$ cat config.mk
export PLATFORM = sky130hd
export DESIGN_NAME = scale_pitch_quantizer_top
export DESIGN_NICKNAME = d
export VERILOG_FILES = /design/src/hw/rtl/spq_pkg.sv /design/src/hw/rtl/spq_fold.sv /design/src/hw/rtl/spq_snap.sv /design/src/hw/rtl/scale_pitch_quantizer_top.sv
export SDC_FILE = /design/constraint.sdc
export NUM_CORES = 1
export LEC_CHECK = 0
export BUFFER_PORTS_ARGS = -buffer_cell sky130_fd_sc_hd__buf_2
export CAP_MARGIN = 25
export CORE_UTILIZATION = 59
export CTS_CLUSTER_DIAMETER = 40
export CTS_CLUSTER_SIZE = 8
export DETAILED_ROUTE_END_ITERATION = 8
export GPL_ROUTABILITY_DRIVEN = 0
export PLACE_DENSITY = 0.91
export SLEW_MARGIN = 20
export SYNTH_ARGS = -nofsm -noshare
export SYNTH_HDL_FRONTEND = slang
export SYNTH_HIERARCHICAL = 1
export SYNTH_SLANG_ARGS = --single-unit
$ cat constraint.sdc
create_clock -name clk_i -period 11.5 [get_ports clk_i]
set_clock_uncertainty 0.05 [all_clocks]
set_input_delay 1.15 -clock clk_i [delete_from_list [all_inputs] [get_ports clk_i]]
set_output_delay 1.15 -clock clk_i [all_outputs]
set_load 0.05 [all_outputs]
$ cat src/hw/rtl/spq_pkg.sv
// Shared types, constants and scale tables for the scale pitch quantizer.
// No dependencies; every other file of the block imports this package.
`default_nettype none

package spq_pkg;

  // Pitch format: signed semitones with FRAC_BITS fraction bits.
  localparam int FRAC_BITS = 8;
  localparam int PITCH_W   = 16;
  localparam int ROOT_W    = 16;
  localparam int CFG_W     = 16;
  localparam int MODE_W    = 2;
  localparam int DEG_W     = 3;
  localparam int NOTES     = 8;
  localparam int SEMI_W    = 4;

  // Difference of two pitches, one bit wider than a pitch.
  localparam int DIFF_W    = PITCH_W + 1;
  // One octave is 12 units = 3 << (FRAC_BITS + 2).
  localparam int OCT_SHIFT = FRAC_BITS + 2;
  localparam int HI_W      = DIFF_W - OCT_SHIFT;
  // Offset above the root inside one octave, [0, 12 units).
  localparam int REL_W     = OCT_SHIFT + 2;
  // Snapped pitch before saturation.
  localparam int RES_W     = PITCH_W + 2;

  typedef enum logic [0:0] {
    CFG_ROOT_PITCH = 1'b0,
    CFG_SCALE_MODE = 1'b1
  } cfg_index_e;

  typedef enum logic [MODE_W-1:0] {
    MODE_MAJOR      = 2'd0,
    MODE_NAT_MINOR  = 2'd1,
    MODE_HARM_MINOR = 2'd2
  } scale_mode_e;

  typedef logic [NOTES-1:0][SEMI_W-1:0] note_row_t;

  // Scale degrees in semitones above the root, degree 0 in the low nibble.
  localparam note_row_t MAJOR_NOTES =
    {4'd12, 4'd11, 4'd9, 4'd7, 4'd5, 4'd4, 4'd2, 4'd0};
  localparam note_row_t NAT_MINOR_NOTES =
    {4'd12, 4'd10, 4'd8, 4'd7, 4'd5, 4'd3, 4'd2, 4'd0};
  localparam note_row_t HARM_MINOR_NOTES =
    {4'd12, 4'd11, 4'd8, 4'd7, 4'd5, 4'd3, 4'd2, 4'd0};

  // The unused mode code falls back to the major scale.
  function automatic note_row_t scale_row(input logic [MODE_W-1:0] mode);
    note_row_t row;
    case (mode)
      MODE_MAJOR:      row = MAJOR_NOTES;
      MODE_NAT_MINOR:  row = NAT_MINOR_NOTES;
      MODE_HARM_MINOR: row = HARM_MINOR_NOTES;
      default:         row = MAJOR_NOTES;
    endcase
    return row;
  endfunction

  // Octave fold result handed to the snapping stage.
  typedef struct packed {
    logic [REL_W-1:0] rel;
  } fold_t;

endpackage

`default_nettype wire

$ cat src/hw/rtl/spq_fold.sv
// Octave fold: offset of the pitch above the root, reduced into [0, 12 units).
// Depends on spq_pkg.
`default_nettype none

module spq_fold (
  input  wire logic [spq_pkg::PITCH_W-1:0] pitch_i,
  input  wire logic [spq_pkg::ROOT_W-1:0]  root_i,
  output spq_pkg::fold_t                   fold_o
);
  import spq_pkg::*;

  // Floor remainder by 3 of a signed value, most significant bit first.
  // The sign bit weighs -2^(n-1), so Horner's rule starts from -1 mod 3 = 2.
  function automatic logic [1:0] mod3_signed(input logic [HI_W-1:0] v);
    logic [1:0] r;
    logic [2:0] t;
    r = v[HI_W-1] ? 2'd2 : 2'd0;
    for (int b = HI_W - 2; b >= 0; b--) begin
      t = {r, v[b]};
      r = (t >= 3'd3) ? 2'(t - 3'd3) : t[1:0];
    end
    return r;
  endfunction

  logic signed [DIFF_W-1:0] diff;
  logic [1:0]               hi_mod;

  // The octave is 3 << OCT_SHIFT: the low bits pass through, and only the
  // floor quotient by 1 << OCT_SHIFT needs its remainder by 3.
  assign diff   = $signed({pitch_i[PITCH_W-1], pitch_i}) - $signed({root_i[ROOT_W-1], root_i});
  assign hi_mod = mod3_signed(diff[DIFF_W-1:OCT_SHIFT]);

  assign fold_o.rel = {hi_mod, diff[OCT_SHIFT-1:0]};

endmodule

`default_nettype wire

$ cat src/hw/rtl/spq_snap.sv
// Degree selection against scale midpoints and saturated snapped pitch.
// Depends on spq_pkg.
`default_nettype none

module spq_snap (
  input  wire logic [spq_pkg::PITCH_W-1:0] pitch_i,
  input  wire logic [spq_pkg::MODE_W-1:0]  mode_i,
  input  wire spq_pkg::fold_t              fold_i,
  output logic [spq_pkg::PITCH_W-1:0]      snapped_o,
  output logic [spq_pkg::DEG_W-1:0]        degree_o
);
  import spq_pkg::*;

  note_row_t               row;
  logic [NOTES-2:0]        below_mid;
  logic [DEG_W-1:0]        degree;
  logic [REL_W-1:0]        note_off;
  logic signed [RES_W-1:0] res;

  assign row = scale_row(mode_i);

  // A midpoint (a + b) / 2 in units is (a + b) << (FRAC_BITS - 1).
  always_comb begin
    for (int i = 0; i < NOTES - 1; i++) begin
      below_mid[i] = fold_i.rel <
        (REL_W'({1'b0, row[i]} + {1'b0, row[i+1]}) << (FRAC_BITS - 1));
    end
  end

  // First degree whose upper midpoint lies above the offset; a tie goes up.
  always_comb begin
    degree = DEG_W'(NOTES - 1);
    for (int i = NOTES - 2; i >= 0; i--) begin
      if (below_mid[i]) begin
        degree = DEG_W'(i);
      end
    end
  end

  assign note_off = REL_W'(row[degree]) << FRAC_BITS;

  assign res = $signed({{2{pitch_i[PITCH_W-1]}}, pitch_i})
             - $signed(RES_W'(fold_i.rel))
             + $signed(RES_W'(note_off));

  always_comb begin
    if (res[RES_W-1:PITCH_W-1] == '0 || res[RES_W-1:PITCH_W-1] == '1) begin
      snapped_o = res[PITCH_W-1:0];
    end else if (res[RES_W-1]) begin
      snapped_o = {1'b1, {(PITCH_W-1){1'b0}}};
    end else begin
      snapped_o = {1'b0, {(PITCH_W-1){1'b1}}};
    end
  end

  assign degree_o = degree;

endmodule

`default_nettype wire

$ cat src/hw/rtl/scale_pitch_quantizer_top.sv
// Top level of the scale pitch quantizer: configuration registers, input
// register, result register. Depends on spq_pkg, spq_fold and spq_snap.
`default_nettype none

// How to use this block:
// An item is a signed pitch in semitones with FRAC_BITS fraction bits. It is
// taken on pitch_in_i at a rising edge where start_i is high and busy_o is
// low. busy_o stays low, so an item can be started in every cycle.
// Each item gives exactly one result: the pitch snapped to the nearest note
// of the configured scale, saturated to 16 bits, and the scale degree
// (7 means the root one octave up). The result sits on snapped_pitch_o and
// scale_degree_o for one cycle while done_o is high.
// An accepted item passes through the input register and then the result
// register, which drives done_o. Throughput is one item per cycle; the path
// between the input register and the result register is the octave fold,
// seven midpoint compares and one three-term add.
// The receiver cannot stall; results are not buffered, and the next result overwrites them.
// Configuration writes use cfg_valid_i/cfg_ready_o with cfg_index_i
// (0 root pitch, 1 scale mode) and cfg_data_i; cfg_ready_o is always high.
// Write configuration only when no item is in flight. Scale mode 3 acts as
// major. Reset clears the root to 0, the mode to major and drops any items
// in flight.

module scale_pitch_quantizer_top (
  input  wire logic                         clk_i,
  input  wire logic                         rst_ni,
  input  wire logic                         start_i,
  output logic                              busy_o,
  input  wire logic [spq_pkg::PITCH_W-1:0]  pitch_in_i,
  input  wire logic                         cfg_valid_i,
  output logic                              cfg_ready_o,
  input  wire logic [0:0]                   cfg_index_i,
  input  wire logic [spq_pkg::CFG_W-1:0]    cfg_data_i,
  output logic                              done_o,
  output logic [spq_pkg::PITCH_W-1:0]       snapped_pitch_o,
  output logic [spq_pkg::DEG_W-1:0]         scale_degree_o
);
  import spq_pkg::*;

  logic                  accept;
  logic                  cfg_write;

  logic [ROOT_W-1:0]     root_q, root_d;
  logic [MODE_W-1:0]     mode_q, mode_d;

  logic                  in_vld_q;
  logic [PITCH_W-1:0]    pitch_q;

  fold_t                 fold;
  logic [PITCH_W-1:0]    snapped;
  logic [DEG_W-1:0]      degree;

  logic                  done_q;
  logic [PITCH_W-1:0]    snapped_q;
  logic [DEG_W-1:0]      degree_q;

  // Nothing ever holds the input side off.
  assign busy_o      = 1'b0;
  assign cfg_ready_o = 1'b1;
  assign accept      = start_i && !busy_o;
  assign cfg_write   = cfg_valid_i && cfg_ready_o;

  // Configuration register decode.
  always_comb begin
    root_d = root_q;
    mode_d = mode_q;
    if (cfg_write) begin
      case (cfg_index_i)
        CFG_ROOT_PITCH: root_d = cfg_data_i[ROOT_W-1:0];
        CFG_SCALE_MODE: mode_d = cfg_data_i[MODE_W-1:0];
        default: begin
          root_d = root_q;
          mode_d = mode_q;
        end
      endcase
    end
  end

  always_ff @(posedge clk_i or negedge rst_ni) begin
    if (!rst_ni) begin
      root_q <= '0;
      mode_q <= MODE_MAJOR;
    end else begin
      root_q <= root_d;
      mode_q <= mode_d;
    end
  end

  // Input register.
  always_ff @(posedge clk_i or negedge rst_ni) begin
    if (!rst_ni) begin
      in_vld_q <= 1'b0;
    end else begin
      in_vld_q <= accept;
    end
  end

  always_ff @(posedge clk_i) begin
    if (accept) begin
      pitch_q <= pitch_in_i;
    end
  end

  spq_fold u_fold (
    .pitch_i (pitch_q),
    .root_i  (root_q),
    .fold_o  (fold)
  );

  spq_snap u_snap (
    .pitch_i   (pitch_q),
    .mode_i    (mode_q),
    .fold_i    (fold),
    .snapped_o (snapped),
    .degree_o  (degree)
  );

  // Result register.
  always_ff @(posedge clk_i or negedge rst_ni) begin
    if (!rst_ni) begin
      done_q <= 1'b0;
    end else begin
      done_q <= in_vld_q;
    end
  end

  always_ff @(posedge clk_i) begin
    if (in_vld_q) begin
      snapped_q <= snapped;
      degree_q  <= degree;
    end
  end

  assign done_o          = done_q;
  assign snapped_pitch_o = snapped_q;
  assign scale_degree_o  = degree_q;

  // Every accepted item yields a result strobe after the input and result registers.
  a_accept_to_done: assert property (@(posedge clk_i) disable iff (!rst_ni)
    accept |=> ##1 done_o)
    else $error("accepted item did not produce a result");

  // No result strobe without an accepted item ahead of it in the input register.
  a_no_spurious_done: assert property (@(posedge clk_i) disable iff (!rst_ni)
    !accept |=> ##1 !done_o)
    else $error("result strobe without an accepted item");

  // The fold offset stays below one octave.
  a_rel_in_octave: assert property (@(posedge clk_i) disable iff (!rst_ni)
    in_vld_q |-> (fold.rel < REL_W'(12 << FRAC_BITS)))
    else $error("octave fold out of range");

  // Degree 7 is only chosen at or above the lowest top midpoint of any scale,
  // which is 11 semitones in natural minor.
  a_degree_top_offset: assert property (@(posedge clk_i) disable iff (!rst_ni)
    (in_vld_q && degree == DEG_W'(NOTES - 1)) |->
      (fold.rel >= REL_W'(22 << (FRAC_BITS - 1))))
    else $error("top degree chosen below its midpoint");

endmodule

`default_nettype wire
==> results summary, run 1 <==
The CTS buffer count came out at 5. Synthesis produced between 400 and 500 cells. The number of nets in the synthesized netlist came out at 549. The highest attainable clock frequency is 0.09131 GHz. Among all stages on the critical path, the largest delay is contributed by fa_1.

Input and output buffers added on the ports amount to 56. The cell that appears most often on the critical path is ha_1. The number of cells on the worst reg-to-reg path is just over 50.

The minimum hold slack is around 470 ps. The filler cell count is 540. The DRC violations left came out at 0. Leaving out fill and tap cells, the most frequent cell in the layout is inv_1.

The number of enable-type register cells in the synthesized netlist is 35. The antenna diode count is 0. The row count came out at 31. In this run the tightest slew margin relative to its limit is 48.71%. The top-level I/O count came out at just under 60. The flow ran to the end, and the final reports show no timing, DRC or antenna violations.

The nature of the critical path startpoint is a flop. The path class of the lowest-slack min-delay path is flop to flop. The worst register-to-register path has a setup slack of approximately 550 ps.

The mean instance size in the synthesized netlist is about 10 um2. The starting density of the core is between 60 and 70%. The worst setup path is captured at a flop. Across all setup checks in the final design, the least slack found is around 550 ps.

The overall die width came out at 89.75 um. The H-tree was split into 2 levels. The Yosys step of the flow raised 6 warnings. The hold path endpoint is root_q[3].

Using the TritonRoute via totals, the vias-per-cell ratio works out to between 5 and 6. The number of antenna violations at the first check in global routing is 0. The root cell of the clock tree is clkbuf_8. The height of the die came out at ~90 um.

The clock net in this run drives a total of 55 sinks. The first-iteration detailed-routing DRC count came out at 248. Entering global routing, the biggest net connects 21 pins.

The worst setup path is of the flop to flop kind. The final design instance area without fill is 5025 um2. The cell area that synthesis handed to floorplanning was between 4000 and 5000 um2. The length of the first detailed-routing pass in iterations came out at 5. For this block, the via count after detailed routing is around 3,600. The final critical path takes up a little over nine tenths of the cycle. The clock transition time at the flip-flop clock pins of the worst setup and hold paths is about 100 ps. Registers take ~1600 um2.

The first global-routing pass estimated 15,320 um of wire. The predominant post-synthesis flop cell is edfxtp_1. The unique cell type count in the Yosys netlist is 77.

The max-cap check violation count came out at 0. The total routed wirelength came out at 9665 um. The required time of the critical path came out at around 12,000 ps. The worst path needs between 10,000 and 15,000 ps of the cycle, external delays included. The area overhead of the layout relative to synthesis came out at 10.60%. Counting along the longest clock path gives a buffer depth of 2. The post-detailed-route wirelength per cell came out at 15.84 um. The combined global-route utilization of all metal layers is 23.48%. The worst register-to-register path ends at snapped_pitch_o[4]. The die area came out at just over 8000 um2. The startpoint of the tightest hold check path is root_q[3]. The max-slew violation count came out at 0.

The post-DP HPWL came out at approximately 7600 um. The post-route antenna net violation count came out at 0. TritonCTS built the clock tree. The fraction of layout cells with a size suffix above 1 is a little under a quarter. Setup violations remaining at the end of the flow were counted as 0. The final hold violation count is 0. In this run the critical register-to-register path is launched from pitch_q[0]. The number of global-route vias before repair is between 3,000 and 4,000. The number of register bits inferred by synthesis came out at 55.

The setup slack at placement came out at 352.0 ps. The top cell types in the final layout, fill and taps aside, are inv_1, buf_2, ha_1. The sequential element share of the synthesized area came out at about 34%. The net count reported at finish came out at about 600. Global routing finished with a remaining overflow of 0.

The largest stage delay on the critical path is 490 ps. The cell depth of the worst min-delay path came out at 1. The critical path data arrival time is roughly 11,000 ps. In the synthesized netlist the async set-or-reset flop fraction comes to between 30% and 40%. Of all nets on the critical path, the largest fanout is 8. The insertion delay to the later sink of the worst-skew pair is a little over 300 ps.

The cell area after placement came out at between 4000 and 5000 um2. At the pin with the least slew margin, the transition time is 769.4 ps. The multi-input gate area in the final layout is 2683 um2. The area of the core region is ~7300 um2.
[cell type report]
class                      instances  share of cell area, %
multi-input combinational        318                  53.39
sequential                        55                  30.88
timing repair buffer              59                  6.275
inverter                          71                  5.304
tap                               99                  2.465
clock buffer                       6                  1.444
clock inverter                     2                 0.2490
[sequential cells by signal (all words and copies together) (netlist names)]
name / count
scale_degree_o: 3
root_q: 16
done_o: 1
in_vld_q: 1
pitch_q: 16
mode_q: 2
snapped_pitch_o: 16
[stage by stage]
step / util, % / cells / TNS (ps)
2_1_floorplan: - / 452 / 0
6_report: 68.54 / 610 / 0
4_1_cts: 67.59 / 607 / 0
5_1_grt: 68.54 / 610 / -42.44
3_3_place_gp: 66.43 / 599 / 0
3_5_place_dp: 66.43 / 599 / 0
[critical path: cells and delay by family, from the launching register on]
family,cells,cell delay [ps]
mux,1,260
xor+xnor,1,140
compound gates,21,4070
simple gates,10,2090
fa+ha+maj,11,3000
buf+inv,7,620
flops,1,410
[logic make-up after synthesis]
logic type | after synthesis | share of synthesized area, %
AO/OA/AOI/OAI | 131 | 21.01
AND/OR/NAND/NOR | 81 | 9.061
buffers and inverters | 79 | 7.573
adder cells (fa/ha/maj) | 60 | 17.68
flip-flops | 55 | 34.15
XOR/XNOR | 24 | 4.627
multiplexers | 20 | 5.728
other | 2 | 0.1653
[how the worst max path moves through the flow]
stage / startpoint / to / slack (ps) / cells past startpoint
after global routing: pitch_q[0] / snapped_pitch_o[4] / -10 / 52
after global placement: pitch_q[0] / snapped_pitch_o[6] / 1030 / 51
final: pitch_q[0] / snapped_pitch_o[4] / 550 / 51
after floorplan: pitch_q[0] / snapped_pitch_o[12] / 1640 / 54
after CTS: pitch_q[0] / snapped_pitch_o[6] / 270 / 51
after detailed placement: pitch_q[0] / snapped_pitch_o[6] / 350 / 51
[metal layers]
metal / GRT usage, % / routed length (um)
met4: 6.967 / 129
met1: 28.48 / 4039
met3: 3.469 / 586
met5: 0 / 0
met2: 42.95 / 4909
[cell usage after synthesis, types with 7 or more instances]
library cell / number / area, um2
inv_1: 70 / 262.8
ha_1: 53 / 663.1
edfxtp_1: 35 / 1051
a21oi_1: 34 / 170.2
nor2_1: 27 / 101.4
o21ai_0: 25 / 125.1
nand2_1: 21 / 78.83
dfrtp_1: 20 / 500.5
xnor2_1: 12 / 105.1
xor2_1: 12 / 105.1
mux2_4: 10 / 150.1
a21o_1: 8 / 60.06
mux2_2: 8 / 90.09
fa_1: 7 / 140.1
[repair_timing]
action	in CTS	in global routing
buffers inserted	0	3
setup endpoints to repair	0	15
resized for setup	0	8
hold buffers	0	0
Power of run 1 is not shown: default switching activity piles up to over one toggle a cycle in this logic, so the estimate is an artifact.
==> run 2, diff against run 1 <==
Settings changed: CORE_UTILIZATION 59 to 60, GPL_TIMING_DRIVEN set to 1, PLACE_DENSITY 0.91 to 0.92, SYNTH_HIERARCHICAL 1 to unset.
==> results summary, run 2 <==
The flow ran to the end, and the final reports show no timing, DRC or antenna violations. The combined global-route utilization of all metal layers is 28.72% (+5.2 points). The number of register bits inferred by synthesis came out at 55 (unchanged). The critical path data arrival time is 11,200 ps (+250 ps). The die area is 8567 um2 (+6.4%). In the layout the commonest cells are inv_1, buf_2, ha_1.

The setup violation total in the final timing report came out at 0 (unchanged). The filler cell count came out at 546 (+1.1%). The insertion delay to the later sink of the worst-skew pair came to 330 ps (+20 ps). The synthesized cell area is 4921 um2 (+8.3%). The CTS tree is done. The routed via count divided by cell count is 6.258 (+6.3%).

The required time of the critical path is 11,530 ps (+30 ps). The critical-path maximum fanout came out at 8 (unchanged). The area of the core region is 7848 um2 (+7.0%). The max-slew violation count is 0 (unchanged).

The remaining global-route overflow is 0 (unchanged). STA classifies the critical path endpoint as a flop. The cell depth of the worst min-delay path is 2 (+1). The overall die width is 92.56 um (+3.1%). The instance count after placement with tap cells included is 679 (+13%). The maximum number of pins on one net before global-route repair was 32 (+52%). The number of buffers on the longest clock path came out at 2 (unchanged).

The part of the cycle the worst path needs was 97.14% (+1.9 points). The count of mapped cells out of synthesis is 530 (+17%). The row count is 32 (+3.2%). The fraction of registers with async set or reset after synthesis is 36.36% (unchanged). The DRC violations left was 0 (unchanged). The final period demand of the worst path came out at 11,170 ps (+219.1 ps).

The tightest min-delay check is of the flop to flop type. STA classifies the critical path startpoint as a flop. The startpoint of the worst-slack reg-to-reg timing path is pitch_q[8]. The endpoint identified for the worst register-to-register timing path is snapped_pitch_o[4].

The sequential element share of the synthesized area is 31.53% (-2.6 points). The post-route antenna net violation count came out at 0 (unchanged). The number of antenna violations at the first check in global routing came out at 0 (unchanged). The startpoint of the tightest hold check path is root_q[10]. The largest stage delay on the critical path is 480 ps (about the same).

The first-pass GRT wire length was 19,610 um (+28%). After synthesis, the cell types taking the most area are edfxtp_1, ha_1, dfrtp_1. The summed negative setup slack over all endpoints is 0 ps (unchanged). The measured slew at the worst slew-check pin was 1101 ps (+331.3 ps). The hold path endpoint is root_q[10]. The top-level I/O count came to 59 (unchanged). The net count reported at finish came out at 689 (+14%). The number of non-filler instances in the completed layout came to 705 (+16%). The largest area contributor in the synthesized netlist is edfxtp_1. The post-detailed-route wirelength per cell came out at 17.88 um (+13%). Sorting the synthesized cells by how often they occur yields inv_1, ha_1, edfxtp_1, o21ai_0, nand2_1. The number of H-tree branching levels is 2 (unchanged).

The number of global-route vias before repair came out at 4,286 (+25%). The Yosys warning count came out at 0 (-6). The clock transition time at the flip-flop clock pins of the worst setup and hold paths came out at 110 ps (about the same).

The first-iteration detailed-routing DRC count was 290 (+17%). The multi-input gate area in the final layout came out at 3272 um2 (+22%). The CTS buffer count came to 5 (unchanged). The height of the die is 92.56 um (+3.1%).

The cell sitting at the root of the clock tree is a clkbuf_8. The fraction of layout cells with a size suffix above 1 came to 27.36% (+4.1 points). The cts-stage hold buffer count is 0 (unchanged). The relative max-transition margin is 24.52% (-24 points).

The number of enable-type register cells in the synthesized netlist is 35 (unchanged). The final hold violation count is 0 (unchanged). The flip-flop and latch area is 1551 um2 (unchanged). The clock sink total came out at 55 (unchanged). The number of nets in the synthesized netlist is 617 (+12%).

The via total after detailed routing came to 4,412 (+23%). The post-DP HPWL is 8830 um (+16%). The largest individual stage delay along the critical path comes from the cell edfxtp_1.

The antenna diode count was 0 (unchanged). The mean instance size in the synthesized netlist is 9.285 um2 (-7.6%). The area share of the largest cell type after synthesis came to 21.36% (-1.8 points). The worst setup path is of the flop to flop kind. The starting density of the core is 62.71% (+0.73 points).

The highest attainable clock frequency came to 0.08952 GHz (-2.0%). The length of the first detailed-routing pass in iterations is 6 (+1). The most common cell in the netlist is inv_1. The predominant post-synthesis flop cell is edfxtp_1. The reg2reg setup slack came out at 330 ps (-220 ps).

The port buffer count came out at 56 (unchanged). The unique cell type count in the Yosys netlist is 77 (unchanged). The number of cells on the worst reg-to-reg path is 61 (+20%). The max-cap check violation count came to 0 (unchanged). The area overhead of the layout relative to synthesis came out at 17.82%. The total routed wirelength came out at 12,600 um (+30%).
run 2: final cells by class:
type	count	area share (%)
multi-input cells	395	56.43
clock inverters	3	0.3669
repair buffers	86	9.236
flip-flops and latches	55	26.76
inverters	59	3.820
clock buffers	5	1.187
well taps	102	2.201
run 2: routing by layer:
metal | share of wire, % | track usage (%)
met5 | 0 | 0
met1 | 39 | 34.63
met4 | 4.2 | 12.24
met3 | 6.7 | 4.187
met2 | 51 | 50.80
run 2: worst max-delay path by stage:
stage	start	to	slack, ps	depth (start not counted)
floorplan	pitch_q[4]	snapped_pitch_o[10]	230	63
global placement	pitch_q[8]	snapped_pitch_o[8]	60	59
detailed placement	pitch_q[8]	snapped_pitch_o[4]	-530	61
CTS	pitch_q[8]	snapped_pitch_o[4]	20	58
global route	root_q[1]	snapped_pitch_o[8]	-190	61
finish	pitch_q[8]	snapped_pitch_o[4]	330	61
run 2: what timing repair did:
| action | CTS | global route |
|---|---|---|
| endpoints found under the setup margin | 16 | 16 |
| pin swaps | 3 | 18 |
| resized for setup | 14 | 42 |
| cloned | 0 | 1 |
| buffers inserted | 3 | 14 |
run 2: metrics by stage:
| step | setup WS [ps] | hold slack [ps] | cell area (um2) | util, % |
|---|---|---|---|---|
| floorplan | 225.6 | 437.5 | 4921 | - |
| global placement | 62.93 | 449.5 | 5304 | 67.59 |
| detailed placement | -531.3 | 484.0 | 5304 | 67.59 |
| CTS | 18.92 | 515.1 | 5485 | 69.90 |
| global route | -192.7 | 541.9 | 5798 | 73.88 |
| finish | 329.5 | 510.2 | 5798 | 73.88 |
run 2: kinds of logic (layout without fill, tap and decap cells):
family,Yosys count,after routing,synth area share [%]
AO/OA/AOI/OAI,151,151,22.32
AND/OR/NAND/NOR,141,141,15.59
buffers and inverters,80,153,7.094
flip-flops,55,55,31.53
adder cells (fa/ha/maj),52,52,13.76
multiplexers,25,25,5.288
XOR/XNOR,24,24,4.272
other,2,2,0.1526
run 2: worst max-delay path, delay by kind of cell, from the launching register on:
family	cells	cell delay, ps
buffers and inverters	8	850
multiplexers	2	360
XOR/XNOR	2	350
AND/OR/NAND/NOR	18	2960
adder cells (fa/ha/maj)	9	2300
flip-flops	1	480
AO/OA/AOI/OAI	22	3590
Power of run 2 is left out for the same reason.
